<file path="config.mk">
export PLATFORM = sky130hd
export DESIGN_NAME = tmp_ctrl
export DESIGN_NICKNAME = d
export VERILOG_FILES = /design/src/hdl/tmp_pkg.sv /design/src/hdl/tmp_ctrl.sv
export SDC_FILE = /design/constraint.sdc
export NUM_CORES = 1
export LEC_CHECK = 0
export BUFFER_PORTS_ARGS = -buffer_cell sky130_fd_sc_hd__buf_2
export CAP_MARGIN = 15
export CORE_AREA = 2 2 66 62
export CTS_CLUSTER_DIAMETER = 100
export DETAILED_ROUTE_END_ITERATION = 10
export DIE_AREA = 0 0 68 64
export PLACE_DENSITY = 0.51
export SLEW_MARGIN = 10
export SYNTH_ARGS = -nofsm -noshare
export SYNTH_HDL_FRONTEND = slang
export SYNTH_SLANG_ARGS = --single-unit
</file>
<file path="constraint.sdc">
create_clock -name clock -period 2 [get_ports clock]
set_input_delay 0.2 -clock clock [delete_from_list [all_inputs] [get_ports clock]]
set_output_delay 0.2 -clock clock [all_outputs]
set_load 0.05 [all_outputs]
</file>
<file path="src/hdl/tmp_pkg.sv">
// Shared types, constants and helpers for the trapezoidal motion profile core.
package tmp_pkg;

   localparam int unsigned DATA_W       = 32;
   localparam int unsigned WIDE_W       = 64;
   localparam int unsigned DIV_DEN_W    = 33;
   localparam int unsigned DIST_W       = 31;
   localparam int unsigned STEP_W       = 24;
   localparam int unsigned CSR_INDEX_W  = 1;
   localparam int unsigned FRAC_BITS_DEF = 16;

   localparam logic [DATA_W-1:0] MAX_VELOCITY_RST = 32'd16384;
   localparam logic [DATA_W-1:0] ACCELERATION_RST = 32'd16384;

   localparam logic [CSR_INDEX_W-1:0] CSR_MAX_VELOCITY = 1'd0;
   localparam logic [CSR_INDEX_W-1:0] CSR_ACCELERATION = 1'd1;

   localparam logic [1:0] PHASE_ACCEL   = 2'd0;
   localparam logic [1:0] PHASE_CRUISE  = 2'd1;
   localparam logic [1:0] PHASE_DECEL   = 2'd2;
   localparam logic [1:0] PHASE_STOPPED = 2'd3;

   localparam logic CMD_START = 1'b0;
   localparam logic CMD_TICK  = 1'b1;

   typedef struct packed {
      logic              cmd;
      logic [DIST_W-1:0] distance;
      logic [STEP_W-1:0] time_step;
   } req_word_type;

   typedef struct packed {
      logic signed [DATA_W-1:0] position;
      logic [1:0]               phase;
      logic                     fault;
   } rsp_word_type;

   typedef enum logic [4:0] {
      OP_NONE,
      OP_LOAD,
      OP_AX_ZERO_A,
      OP_DIV_RAMP_GO,
      OP_RAMP_SET,
      OP_MUL_VV,
      OP_DIV_AX_GO,
      OP_AX_SET,
      OP_START_APPLY,
      OP_ADVANCE,
      OP_FAULT_FINISH,
      OP_FINISH,
      OP_ACC_PREP,
      OP_HALF1,
      OP_HALF2,
      OP_ACC_END,
      OP_CRUISE_MUL,
      OP_CRUISE_END,
      OP_DEC_DIV_GO,
      OP_DEC_Q_OVF,
      OP_SQRT_GO,
      OP_TR_SET,
      OP_DEC_PREP,
      OP_DEC_END,
      OP_OUT
   } dp_op_type;

   typedef struct packed {
      logic is_tick;
      logic running;
      logic accel_zero;
      logic cur_lt_aep;
      logic cur_lt_dsp;
      logic div_done;
      logic sqrt_done;
      logic q_ovf;
      logic dec_stop;
   } dp_status_type;

   typedef enum logic [4:0] {
      ST_IDLE,
      ST_DECODE,
      ST_RAMP_WAIT,
      ST_VV,
      ST_AX_DIV,
      ST_AX_WAIT,
      ST_APPLY,
      ST_BRANCH,
      ST_ACC_M1,
      ST_ACC_M2,
      ST_ACC_END,
      ST_CRU_END,
      ST_DEC_WAIT,
      ST_SQRT_WAIT,
      ST_DEC_CHK,
      ST_DEC_M1,
      ST_DEC_M2,
      ST_DEC_END,
      ST_OUT
   } ctrl_state_type;

   function automatic logic [DATA_W-1:0] sat32(input logic [WIDE_W-1:0] v);
      return (v[WIDE_W-1:DATA_W] != '0) ? '1 : v[DATA_W-1:0];
   endfunction

endpackage

</file>
<file path="src/hdl/tmp_ctrl.sv">
// Sequencing state machine for the profile datapath.
module tmp_ctrl import tmp_pkg::*; (
   input  logic          clock,
   input  logic          reset,
   input  logic          req_valid,
   output logic          req_ready,
   output logic          rsp_valid,
   input  logic          rsp_ready,
   input  dp_status_type status,
   output dp_op_type     op
);

   ctrl_state_type state_ff, state_in;
   logic           rsp_valid_ff, rsp_valid_in;

   always_ff @(posedge clock) begin
      if (reset) begin
         state_ff     <= ST_IDLE;
         rsp_valid_ff <= 1'b0;
      end else begin
         state_ff     <= state_in;
         rsp_valid_ff <= rsp_valid_in;
      end
   end

   always_comb begin
      logic out_free;
      out_free     = !rsp_valid_ff || rsp_ready;
      state_in     = state_ff;
      op           = OP_NONE;
      req_ready    = 1'b0;
      rsp_valid_in = rsp_ready ? 1'b0 : rsp_valid_ff;
      unique case (state_ff)
         ST_IDLE: begin
            req_ready = 1'b1;
            if (req_valid) begin
               op       = OP_LOAD;
               state_in = ST_DECODE;
            end
         end
         ST_DECODE: begin
            if (!status.is_tick) begin
               if (status.accel_zero) begin
                  op       = OP_AX_ZERO_A;
                  state_in = ST_APPLY;
               end else begin
                  op       = OP_DIV_RAMP_GO;
                  state_in = ST_RAMP_WAIT;
               end
            end else if (!status.running) begin
               state_in = ST_OUT;
            end else begin
               op       = OP_ADVANCE;
               state_in = ST_BRANCH;
            end
         end
         ST_RAMP_WAIT: begin
            if (status.div_done) begin
               op       = OP_RAMP_SET;
               state_in = ST_VV;
            end
         end
         ST_VV: begin
            op       = OP_MUL_VV;
            state_in = ST_AX_DIV;
         end
         ST_AX_DIV: begin
            op       = OP_DIV_AX_GO;
            state_in = ST_AX_WAIT;
         end
         ST_AX_WAIT: begin
            if (status.div_done) begin
               op       = OP_AX_SET;
               state_in = ST_APPLY;
            end
         end
         ST_APPLY: begin
            op       = OP_START_APPLY;
            state_in = ST_OUT;
         end
         ST_BRANCH: begin
            priority if (status.accel_zero) begin
               op       = OP_FAULT_FINISH;
               state_in = ST_OUT;
            end else if (status.cur_lt_aep) begin
               op       = OP_ACC_PREP;
               state_in = ST_ACC_M1;
            end else if (status.cur_lt_dsp) begin
               op       = OP_CRUISE_MUL;
               state_in = ST_CRU_END;
            end else begin
               op       = OP_DEC_DIV_GO;
               state_in = ST_DEC_WAIT;
            end
         end
         ST_ACC_M1: begin
            op       = OP_HALF1;
            state_in = ST_ACC_M2;
         end
         ST_ACC_M2: begin
            op       = OP_HALF2;
            state_in = ST_ACC_END;
         end
         ST_ACC_END: begin
            op       = OP_ACC_END;
            state_in = ST_OUT;
         end
         ST_CRU_END: begin
            op       = OP_CRUISE_END;
            state_in = ST_OUT;
         end
         ST_DEC_WAIT: begin
            if (status.div_done) begin
               if (status.q_ovf) begin
                  op       = OP_DEC_Q_OVF;
                  state_in = ST_DEC_CHK;
               end else begin
                  op       = OP_SQRT_GO;
                  state_in = ST_SQRT_WAIT;
               end
            end
         end
         ST_SQRT_WAIT: begin
            if (status.sqrt_done) begin
               op       = OP_TR_SET;
               state_in = ST_DEC_CHK;
            end
         end
         ST_DEC_CHK: begin
            if (status.dec_stop) begin
               op       = OP_FINISH;
               state_in = ST_OUT;
            end else begin
               op       = OP_DEC_PREP;
               state_in = ST_DEC_M1;
            end
         end
         ST_DEC_M1: begin
            op       = OP_HALF1;
            state_in = ST_DEC_M2;
         end
         ST_DEC_M2: begin
            op       = OP_HALF2;
            state_in = ST_DEC_END;
         end
         ST_DEC_END: begin
            op       = OP_DEC_END;
            state_in = ST_OUT;
         end
         ST_OUT: begin
            if (out_free) begin
               op           = OP_OUT;
               rsp_valid_in = 1'b1;
               state_in     = ST_IDLE;
            end
         end
         default: state_in = ST_IDLE;
      endcase
   end

   assign rsp_valid = rsp_valid_ff;

endmodule

</file>
* Word-level counts from Yosys, hierarchy flattened
Cells that the tools add are included.
Storage, ports and cells: input port bits 13, RAM bits 0, word-level logic and storage cells 67, memories 0, output and inout bits 7, flip-flop bits (word level) 6, bits in read-only memories 0, bits in latches 0
Cells by class: shift-type cells 0, equality and inequality tests 24, divide/modulo/power cells 0, reductions and logical operators 7, $lt $le $gt $ge 0, $mul 0, add/sub/neg operators 0, bitwise logic cells 0, multiplexer cells 34
Operators by type and width (count):
- two-way mux 5 bit | 17
- case mux 5 bit (17 select lines) | 1
- case mux 5 bit (16 select lines) | 1
- == test 5 x 4 -> 1 bit (second input constant) | 8
- == test 5 x 3 -> 1 bit (second input constant) | 4
- two-way mux 3 bit | 6
- == test 5 bit (second input constant) | 3
- inequality test 2 bit (second input constant) | 6
- == test 5 x 2 -> 1 bit (second input constant) | 2
- two-way mux 1 bit | 6
- AND reduction 6 bit | 1
- == test 5 x 1 -> 1 bit (second input constant) | 1
- zero test 5 bit | 1
- two-way mux 2 bit | 2
- two-way mux 4 bit | 1
- OR reduction 2 bit | 2
- OR reduction 4 bit | 1
- zero test 1 bit | 1
- logical OR 1 bit | 1

* Depth between registers and ports, before layout
Gate-level depths: netlist of run 1.
depth in word-level cells 4, mapped depth 6, depth with buffers taken out 4

* Worst setup path after synthesis of run 1
No wires, ideal clock.
kind register to output, from register state_ff[2], to output port op[3], path slack 3 ps, buffers on the path 2, arrival 1797 ps, stages on the path, launching flop included 7, cell sequence dfxtp_1 > buf_2 > buf_4 > nand2b_1 > o21ai_0 > mux2i_1 > o211ai_1
Between the ends: word-level cells in the longest chain between the ends 3
RTL lines:
- from (decl) | RTL line tmp_ctrl.sv:13 | ctrl_state_type state_ff, state_in;
- from (signal assigned) | RTL line tmp_ctrl.sv:21 | state_ff <= state_in;
- == test 5 bit or == test 5 x 4 -> 1 bit (tied branches) | RTL line tmp_ctrl.sv:33 | unique case (state_ff)
- OR reduction 2 bit (no source line)
- case mux 5 bit (17 select lines) (*) | RTL line tmp_ctrl.sv:33
- to (decl) | RTL line tmp_ctrl.sv:10 | output dp_op_type op
Every way passes the cells marked *; elsewhere a longest branch is shown, timed or not.

* Worst setup path after layout of run 1
from register state_ff[0], to output port op[0]
The elaborated chain is that of the path after synthesis.

==> flow_summary.html, run 1 <==
<table>
<tr><th>Metric</th><th>Value</th></tr>
<tr><th colspan="2">Pwr</th></tr>
<tr><td>Leak pwr</td><td>0.687 nW</td></tr>
<tr><td>Power Dens Cells</td><td>1280 nW/um2</td></tr>
<tr><td>Maximum vdd ir drop</td><td>480 uV</td></tr>
<tr><td>Portion of total power attributed to the clock network</td><td>0.084</td></tr>
<tr><td>Cell Int Power</td><td>1.09 mW</td></tr>
<tr><td>Flop pwr share</td><td>0.105</td></tr>
<tr><td>NetSw</td><td>1.02 mW</td></tr>
<tr><td>Overall power after layout</td><td>2.11 mW</td></tr>
<tr><td>Switching power share of the total</td><td>0.482</td></tr>
<tr><td>Combinational power share</td><td>0.811</td></tr>
<tr><th colspan="2">Place</th></tr>
<tr><td>Total instance count after detailed placement</td><td>233</td></tr>
<tr><td>Placed cell areas</td><td>1380 um2</td></tr>
<tr><td>Total half-perimeter wirelength after legalization and detailed placement</td><td>3.16 mm</td></tr>
<tr><td>Number of port buffers</td><td>19</td></tr>
<tr><td>Pre-CTS WS</td><td>-0.126 ns</td></tr>
<tr><td>Final Wtd Congestion</td><td>1.06</td></tr>
<tr><th colspan="2">Route</th></tr>
<tr><td>Initial detailed-routing violation count</td><td>96</td></tr>
<tr><td>Aggregate routed wire length</td><td>4.41 mm</td></tr>
<tr><td>Average detailed-routed wire length per instance</td><td>17.7 um</td></tr>
<tr><td>Remaining antenna violation count after routing</td><td>0</td></tr>
<tr><td>Number of vias per cell after detailed routing</td><td>5.84</td></tr>
<tr><td>Count of vias placed by the detailed router</td><td>1455</td></tr>
<tr><td>Drt drc</td><td>0</td></tr>
<tr><td>TritonRoute pass-1 iters</td><td>4</td></tr>
<tr><th colspan="2">Synthesis</th></tr>
<tr><td>Main area contributors after synthesis</td><td>sky130_fd_sc_hd__dfxtp_1 11%, sky130_fd_sc_hd__o21ai_0 5.3%, sky130_fd_sc_hd__a21oi_1 4.3%</td></tr>
<tr><td>Number of nets produced by synthesis</td><td>163</td></tr>
<tr><td>Leading register cell type out of synthesis</td><td>sky130_fd_sc_hd__dfxtp_1</td></tr>
<tr><td>Warnings, synthesis</td><td>0</td></tr>
<tr><td>Asr flop ratio synth</td><td>0</td></tr>
<tr><td>Cell types with the highest counts after synthesis</td><td>11 x sky130_fd_sc_hd__o21ai_0, 9 x sky130_fd_sc_hd__a21oi_1, 9 x sky130_fd_sc_hd__inv_1</td></tr>
<tr><td>Cell type contributing the most total cell area after synthesis</td><td>sky130_fd_sc_hd__dfxtp_1</td></tr>
<tr><td>Post-Syn Area per Cell</td><td>6.99 um2</td></tr>
<tr><td>Register area share after synthesis</td><td>0.115</td></tr>
<tr><td>Cell with the most instances after synthesis</td><td>sky130_fd_sc_hd__o21ai_0</td></tr>
<tr><td>Post-synthesis sequential element count</td><td>6</td></tr>
<tr><td>Total standard cell area after synthesis</td><td>1050 um2</td></tr>
<tr><td>Post-synth EDFFs</td><td>0</td></tr>
<tr><td>Instance count of the mapped netlist</td><td>150</td></tr>
<tr><td>Count of different cell masters after synthesis</td><td>58</td></tr>
<tr><td>Post-synth top area share</td><td>0.115</td></tr>
<tr><th colspan="2">Layout</th></tr>
<tr><td>Fraction of the core area covered by cells at the end of the flow</td><td>0.453</td></tr>
<tr><td>Ant. Diodes</td><td>0</td></tr>
<tr><td>Share of post-route cells with drive strength above 1</td><td>0.429</td></tr>
<tr><td>Area Overhead vs Synth</td><td>56.8%</td></tr>
<tr><td>Fin area</td><td>1640 um2</td></tr>
<tr><td>Final #Nets</td><td>218</td></tr>
<tr><td>Post-route non-filler standard cell count</td><td>249</td></tr>
<tr><th colspan="2">Setup path</th></tr>
<tr><td>Worst reg2reg path startpoint</td><td>state_ff[1]$_SDFFE_PP0P_</td></tr>
<tr><td>Peak fanout along the critical path</td><td>5</td></tr>
<tr><td>Number of buffer and inverter stages on the critical path</td><td>2</td></tr>
<tr><td>Setup crit end kind</td><td>output pin</td></tr>
<tr><td>Kind of cell adding the most delay to the critical path</td><td>simple AND/OR/NAND/NOR gates</td></tr>
<tr><td>Chain of cells forming the critical path</td><td>buf_6 &gt; nor4bb_4 &gt; a22oi_2 &gt; o221ai_2 &gt; or4_4 &gt; buf_8</td></tr>
<tr><td>Cell with the biggest individual delay on the critical path</td><td>sky130_fd_sc_hd__or4_4</td></tr>
<tr><td>Setup CP Type</td><td>reg -&gt; out</td></tr>
<tr><td>Worst Path Arrival</td><td>1.91 ns</td></tr>
<tr><td>Startpoint Class</td><td>flop</td></tr>
<tr><td>RR Endpoint</td><td>state_ff[0]$_SDFFE_PP0P_</td></tr>
<tr><td>Setup slack on the worst flop-to-flop path</td><td>0.20 ns</td></tr>
<tr><td>Depth of the worst register-to-register path</td><td>6</td></tr>
<tr><td>Data required time of the worst path</td><td>1.80 ns</td></tr>
<tr><td>Largest stage delay on the critical path</td><td>0.57 ns</td></tr>
<tr><th colspan="2">CTS</th></tr>
<tr><td>CTS tree</td><td>done</td></tr>
<tr><td>Bufs on Longest Clock Path</td><td>2</td></tr>
<tr><td>Cts hold-fix bufs</td><td>0</td></tr>
<tr><td>Num Clock Sinks</td><td>6</td></tr>
<tr><td>Clk Tree Root Cell</td><td>sky130_fd_sc_hd__clkbuf_8</td></tr>
<tr><td>Clock slew seen by the registers of the worst setup and hold paths</td><td>0.03 ns</td></tr>
<tr><td>CTS H-Tree Depth</td><td>1</td></tr>
<tr><td>Clock insertion delay at the later pin of the skew report</td><td>0.22 ns</td></tr>
<tr><td>Number of buffers created by CTS</td><td>3</td></tr>
<tr><th colspan="2">GRT</th></tr>
<tr><td>Largest net degree at the start of global routing</td><td>22</td></tr>
<tr><td>Wire length of the first global-routing pass</td><td>6.89 mm</td></tr>
<tr><td>M3 GR Usage</td><td>0.0317</td></tr>
<tr><td>GRT busiest layer</td><td>met2</td></tr>
<tr><td>Global routing usage summed across all routing layers</td><td>0.205</td></tr>
<tr><td>Antenna violations before repair</td><td>0</td></tr>
<tr><td>Aggregate global routing overflow</td><td>0</td></tr>
<tr><td>Vias in the first global route</td><td>1383</td></tr>
<tr><td>Met1 track utilization from global routing</td><td>0.280</td></tr>
<tr><td>Global-route track usage on met2</td><td>0.323</td></tr>
<tr><th colspan="2">Floorplanning</th></tr>
<tr><td>Floorplan die height</td><td>64 um</td></tr>
<tr><td>I/O pin total</td><td>20</td></tr>
<tr><td>Standard cell core area</td><td>3630 um2</td></tr>
<tr><td>Initial core utilization</td><td>0.289</td></tr>
<tr><td>Cell Rows</td><td>21</td></tr>
<tr><td>Die Width</td><td>68 um</td></tr>
<tr><td>DIE AREA</td><td>4350 um2</td></tr>
<tr><th colspan="2">Min path</th></tr>
<tr><td>Terminating pin of the worst hold path</td><td>state_ff[2]$_SDFFE_PP0P_</td></tr>
<tr><td>Worst hold stages</td><td>2</td></tr>
<tr><td>Startpoint of the most critical hold path</td><td>reset</td></tr>
<tr><td>Min-delay worst type</td><td>in -&gt; reg</td></tr>
<tr><th colspan="2">STA</th></tr>
<tr><td>Maximum clock frequency</td><td>473 MHz</td></tr>
<tr><td>Total count of hold-check failures in the final report</td><td>0</td></tr>
<tr><td>Worst Slack Setup Final</td><td>-0.112 ns</td></tr>
<tr><td>Post-route worst hold slack</td><td>0.223 ns</td></tr>
<tr><td>Number of pins exceeding their max-slew limit in the final report</td><td>0</td></tr>
<tr><td>RSZ-0062 raised after global routing</td><td>yes</td></tr>
<tr><td>Fin crit share</td><td>1.06</td></tr>
<tr><td>Summed negative setup slack over all endpoints</td><td>-0.151 ns</td></tr>
<tr><td>Number of endpoints failing setup at the final stage</td><td>2</td></tr>
<tr><td>Max transition margin</td><td>0.623</td></tr>
<tr><td>Worst setup skew after layout</td><td>0.000140 ns</td></tr>
<tr><td>Pin slew with the least headroom to its limit</td><td>0.557 ns</td></tr>
<tr><td>Final min period</td><td>2.11 ns</td></tr>
<tr><th colspan="2">Status</th></tr>
<tr><td>Result of the run</td><td>finished with violations</td></tr>
<tr><td>Failing checks</td><td>setup timing</td></tr>
<tr><th colspan="2">Flow run</th></tr>
<tr><td>Max_cap viols</td><td>0</td></tr>
</table>
## flip-flops by register name (all words and copies together) (netlist names)
| signal | cells |
|---|---|
| state_ff | 5 |
| rsp_valid | 1 |
## kinds of logic (layout without fill, tap and decap cells)
kind of cell           count (synthesis)  count (layout)  share of synthesized area
AOI/OAI and AO/OA                     53              53                      0.353
buffers and inverters                 22              75                      0.104
DFF                                    6               6                      0.115
muxes                                  1               1                    0.00955
and+or+nand+nor                       68              68                      0.419
## worst reg2reg max path, cell delays in order (launching register included)
cell                       delay, ns
sky130_fd_sc_hd__dfxtp_4        0.37
sky130_fd_sc_hd__buf_12         0.14
sky130_fd_sc_hd__nor4b_1        0.13
sky130_fd_sc_hd__buf_4          0.13
sky130_fd_sc_hd__o311ai_1       0.51
sky130_fd_sc_hd__a21oi_1        0.13
sky130_fd_sc_hd__a311oi_1       0.27
## metal layers
| layer | share of wire | up-vias |
|---|---|---|
| li1 | - | 689 |
| met5 | 0 | - |
| met1 | 0.45 | 704 |
| met3 | 0.057 | 10 |
| met2 | 0.47 | 52 |
| met4 | 0.021 | 0 |
## layout make-up
type	instances	area [um2]
Sequential cell	6	139
Timing Repair Buffer	63	493
Fill cell	376	1980
Tap cell	46	57.6
Inverter	9	33.8
Clock buffer	3	41.3
Multi-Input combinational cell	122	880
## worst max-delay path by stage
stage | startpoint | endpoint | slack [ns] | cells past startpoint
2_1_floorplan | state_ff[2]$_SDFFE_PP0P_ | op[3] | 0.003 | 6
3_3_place_gp | state_ff[2]$_SDFFE_PP0P_ | op[4] | -0.12 | 6
3_5_place_dp | state_ff[2]$_SDFFE_PP0P_ | op[0] | -0.13 | 5
4_1_cts | state_ff[0]$_SDFFE_PP0P_ | op[0] | -0.10 | 6
5_1_grt | state_ff[0]$_SDFFE_PP0P_ | op[0] | -0.13 | 6
6_report | state_ff[0]$_SDFFE_PP0P_ | op[0] | -0.11 | 6
## repair_timing
action | in CTS | in global routing
pin swaps | 4 | 0
setup buffers | 11 | 2
setup endpoints to repair | 5 | 5
gates resized for setup | 31 | 9
## cells in the final DEF (no fill, tap or decap), types with 2 or more instances in the layout
| cell | count |
|---|---|
| sky130_fd_sc_hd__or4_4 | 2 |
| sky130_fd_sc_hd__nand4_1 | 2 |
| sky130_fd_sc_hd__dfxtp_4 | 5 |
| sky130_fd_sc_hd__nand4b_1 | 2 |
| sky130_fd_sc_hd__o311ai_1 | 2 |
| sky130_fd_sc_hd__nor2b_2 | 2 |
| sky130_fd_sc_hd__o21ai_1 | 3 |
| sky130_fd_sc_hd__nand2b_1 | 6 |
| sky130_fd_sc_hd__a21o_1 | 4 |
| sky130_fd_sc_hd__nor3_1 | 4 |
| sky130_fd_sc_hd__buf_4 | 40 |
| sky130_fd_sc_hd__nor3b_1 | 3 |
| sky130_fd_sc_hd__nor4b_1 | 2 |
| sky130_fd_sc_hd__a21boi_0 | 2 |
| sky130_fd_sc_hd__inv_1 | 9 |
| sky130_fd_sc_hd__a2bb2oi_1 | 2 |
| sky130_fd_sc_hd__or2_0 | 2 |
| sky130_fd_sc_hd__o21ai_0 | 9 |
| sky130_fd_sc_hd__and3_1 | 2 |
| sky130_fd_sc_hd__nor2b_1 | 4 |
| sky130_fd_sc_hd__a21oi_1 | 9 |
| sky130_fd_sc_hd__nor2_1 | 8 |
| sky130_fd_sc_hd__nand2_1 | 5 |
| sky130_fd_sc_hd__buf_2 | 14 |
| sky130_fd_sc_hd__nand3_1 | 5 |
| sky130_fd_sc_hd__a211oi_1 | 3 |
| sky130_fd_sc_hd__a211o_1 | 2 |
| sky130_fd_sc_hd__buf_6 | 6 |
| sky130_fd_sc_hd__nor4_2 | 2 |
| sky130_fd_sc_hd__clkbuf_8 | 3 |
| sky130_fd_sc_hd__or3_1 | 3 |
| sky130_fd_sc_hd__buf_12 | 2 |
## power groups by stage
stage	Clock (mW)	Combinational, mW	Sequential, mW
6_report	0.177	1.71	0.222
5_1_grt	0.195	1.82	0.227
4_1_cts	0.187	1.62	0.232
3_5_place_dp	0	1.36	0.229
3_3_place_gp	0	1.35	0.226
2_1_floorplan	0	0.910	0.176
(Power assumes the default switching activity.)
==> run 2, diff against run 1 <==
Settings changed: CELL_PAD_IN_SITES_DETAIL_PLACEMENT set to 2, CELL_PAD_IN_SITES_GLOBAL_PLACEMENT set to 2, PLACE_DENSITY 0.51 to 0.8.
==> run 2 against run 1 <==
The run still ends with setup timing left. Count of clock-buffer cells in the layout unchanged. Final area down 4.7%. Sequential share of layout area up 0.26 points. Register-to-register slack worse by 0.08 ns. Critical path type unchanged. Cell count down 4.4%. Fmax up 2.2%. Sequential power up 9.5%. Total power down 0.81%. Flip-flop and latch count unchanged.
==> flow_summary.html, run 2 (synthesis gave the netlist of run 1 again) <==
<table>
<tr><th>Metric</th><th>Value</th></tr>
<tr><th colspan="2">Min path</th></tr>
<tr><td>Min-delay worst type</td><td>in -&gt; reg</td></tr>
<tr><th colspan="2">Setup path</th></tr>
<tr><td>Peak fanout along the critical path</td><td>11</td></tr>
<tr><td>Setup CP Type</td><td>reg -&gt; out</td></tr>
<tr><td>Data required time of the worst path</td><td>1.80 ns</td></tr>
<tr><td>Startpoint Class</td><td>flop</td></tr>
<tr><td>Worst Path Arrival</td><td>1.87 ns</td></tr>
<tr><td>Setup crit end kind</td><td>output pin</td></tr>
<tr><th colspan="2">Layout</th></tr>
<tr><td>Share of post-route cells with drive strength above 1</td><td>0.411</td></tr>
<tr><td>Fin area</td><td>1570 um2</td></tr>
<tr><td>Most frequent cells in the layout</td><td>31 x sky130_fd_sc_hd__buf_4, 14 x sky130_fd_sc_hd__buf_2, 9 x sky130_fd_sc_hd__o21ai_0, 9 x sky130_fd_sc_hd__a21oi_1</td></tr>
<tr><td>Ant. Diodes</td><td>0</td></tr>
<tr><td>Register with the highest flop count</td><td>state_ff</td></tr>
<tr><td>Final #Nets</td><td>207</td></tr>
<tr><td>Area Overhead vs Synth</td><td>49.4%</td></tr>
<tr><td>Area of the multi-input gates</td><td>900 um2</td></tr>
<tr><td>Most common library cell in the layout ignoring fill and taps</td><td>sky130_fd_sc_hd__buf_4</td></tr>
<tr><td>Number of filler cells placed in the layout</td><td>423</td></tr>
<tr><td>Register cell area after layout</td><td>136 um2</td></tr>
<tr><td>Largest register FFs</td><td>5</td></tr>
<tr><th colspan="2">STA</th></tr>
<tr><td>RSZ-0062 raised after global routing</td><td>yes</td></tr>
<tr><td>Number of pins exceeding their max-slew limit in the final report</td><td>0</td></tr>
<tr><td>Fin crit share</td><td>1.03</td></tr>
<tr><td>Number of endpoints failing setup at the final stage</td><td>3</td></tr>
<tr><td>Worst setup skew after layout</td><td>0.00482 ns</td></tr>
<tr><td>Pin slew with the least headroom to its limit</td><td>0.690 ns</td></tr>
<tr><td>Total count of hold-check failures in the final report</td><td>0</td></tr>
<tr><td>Worst Slack Setup Final</td><td>-0.0673 ns</td></tr>
<tr><td>Maximum clock frequency</td><td>484 MHz</td></tr>
<tr><td>Final min period</td><td>2.07 ns</td></tr>
<tr><td>Max transition margin</td><td>0.532</td></tr>
<tr><th colspan="2">Route</th></tr>
<tr><td>Remaining antenna violation count after routing</td><td>0</td></tr>
<tr><td>Number of vias per cell after detailed routing</td><td>6.05</td></tr>
<tr><td>Drt drc</td><td>0</td></tr>
<tr><td>Initial detailed-routing violation count</td><td>124</td></tr>
<tr><td>Average detailed-routed wire length per instance</td><td>23.5 um</td></tr>
<tr><td>Aggregate routed wire length</td><td>5.59 mm</td></tr>
<tr><td>Count of vias placed by the detailed router</td><td>1441</td></tr>
<tr><td>TritonRoute pass-1 iters</td><td>4</td></tr>
<tr><th colspan="2">Floorplanning</th></tr>
<tr><td>I/O pin total</td><td>20</td></tr>
<tr><td>Standard cell core area</td><td>3630 um2</td></tr>
<tr><td>Floorplan die height</td><td>64 um</td></tr>
<tr><td>DIE AREA</td><td>4350 um2</td></tr>
<tr><td>Cell Rows</td><td>21</td></tr>
<tr><td>Initial core utilization</td><td>0.289</td></tr>
<tr><td>Die Width</td><td>68 um</td></tr>
<tr><th colspan="2">CTS</th></tr>
<tr><td>Cts hold-fix bufs</td><td>0</td></tr>
<tr><td>CTS H-Tree Depth</td><td>1</td></tr>
<tr><td>Clk Tree Root Cell</td><td>sky130_fd_sc_hd__clkbuf_8</td></tr>
<tr><td>CTS tree</td><td>done</td></tr>
<tr><td>Clock slew seen by the registers of the worst setup and hold paths</td><td>0.04 ns</td></tr>
<tr><td>Clock insertion delay at the later pin of the skew report</td><td>0.22 ns</td></tr>
<tr><td>Num Clock Sinks</td><td>6</td></tr>
<tr><td>Number of buffers created by CTS</td><td>3</td></tr>
<tr><td>Bufs on Longest Clock Path</td><td>2</td></tr>
<tr><th colspan="2">Status</th></tr>
<tr><td>Failing checks</td><td>setup timing</td></tr>
<tr><td>Result of the run</td><td>finished with violations</td></tr>
<tr><th colspan="2">Place</th></tr>
<tr><td>Final Wtd Congestion</td><td>0.908</td></tr>
<tr><td>Placed cell areas</td><td>1360 um2</td></tr>
<tr><td>Number of port buffers</td><td>19</td></tr>
<tr><td>Total half-perimeter wirelength after legalization and detailed placement</td><td>4.19 mm</td></tr>
<tr><th colspan="2">GRT</th></tr>
<tr><td>Global routing usage summed across all routing layers</td><td>0.275</td></tr>
<tr><td>Largest net degree at the start of global routing</td><td>17</td></tr>
<tr><td>Vias in the first global route</td><td>1602</td></tr>
<tr><td>Aggregate global routing overflow</td><td>0</td></tr>
<tr><td>Wire length of the first global-routing pass</td><td>8.79 mm</td></tr>
<tr><td>Antenna violations before repair</td><td>0</td></tr>
<tr><th colspan="2">Pwr</th></tr>
<tr><td>Maximum vdd ir drop</td><td>453 uV</td></tr>
<tr><td>Leak pwr</td><td>0.633 nW</td></tr>
<tr><td>Overall power after layout</td><td>2.09 mW</td></tr>
<tr><td>Power Dens Cells</td><td>1340 nW/um2</td></tr>
<tr><th colspan="2">Flow run</th></tr>
<tr><td>Max_cap viols</td><td>0</td></tr>
</table>
==> run 2: cell types whose count changed in the layout (fill, tap and decap cells not counted), sizes merged <==
cell / before / now
clkinvlp: 0 / 1
inv: 9 / 8
buf: 63 / 52
==> run 2: metrics by stage <==
step	worst slack (ns)	TNS (ns)	cells	util	hold WS, ns
floorplan	0.00344	0	150	-	0.269
global placement	0.0152	0	231	0.374	0.449
detailed placement	-0.0438	-0.0989	231	0.374	0.451
CTS	-0.0473	-0.0982	237	0.416	0.207
global route	-0.0942	-0.342	238	0.432	0.227
finish	-0.0673	-0.113	238	0.432	0.208
==> run 2: power breakdown <==
part	internal [mW]	total [mW]	switching (mW)
combinational	0.701	1.67	0.968
sequential	0.164	0.243	0.0784
clock	0.129	0.181	0.0517
total	0.995	2.09	1.10
==> run 2: worst paths after layout <==
| check | slack, ns | to | from | cells past startpoint |
|---|---|---|---|---|
| setup / recovery | -0.07 | op[0] | state_ff[2]$_SDFFE_PP0P_ | 5 |
| hold / removal | 0.21 | state_ff[2]$_SDFFE_PP0P_ | reset | 2 |
| setup reg to reg | 0.12 | state_ff[4]$_SDFFE_PP0P_ | state_ff[1]$_SDFFE_PP0P_ | 7 |
| hold reg to reg | 0.67 | state_ff[3]$_SDFFE_PP0P_ | state_ff[4]$_SDFFE_PP0P_ | 2 |
==> run 2: worst max-delay path, cell delays in order (launching register included) <==
cell	delay, ns
sky130_fd_sc_hd__dfxtp_4	0.38
sky130_fd_sc_hd__nor4bb_2	0.19
sky130_fd_sc_hd__a22oi_1	0.21
sky130_fd_sc_hd__o221ai_2	0.15
sky130_fd_sc_hd__or4_4	0.54
sky130_fd_sc_hd__buf_8	0.17
==> run 2: layout make-up <==
cell class,count,share of cell area
flip-flops and latches,6,0.0871
multi-input cells,122,0.574
repair buffers,52,0.252
inverters,9,0.0240
well taps,46,0.0367
clock buffers,3,0.0264
==> run 2: layer usage <==
layer	wire, um	GRT usage	vias to the layer above
li1	-	-	661
met1	2320	0.347	723
met2	2920	0.487	45
met3	207	0.0229	12
met4	138	0.0825	0
met5	0	0	-
==> run 2: timing repair <==
action	CTS	global route
endpoints found under the hold margin	0	0
gates resized for setup	30	12
endpoints found under the setup margin	5	7
buffers inserted	3	1
pin swaps	4	3
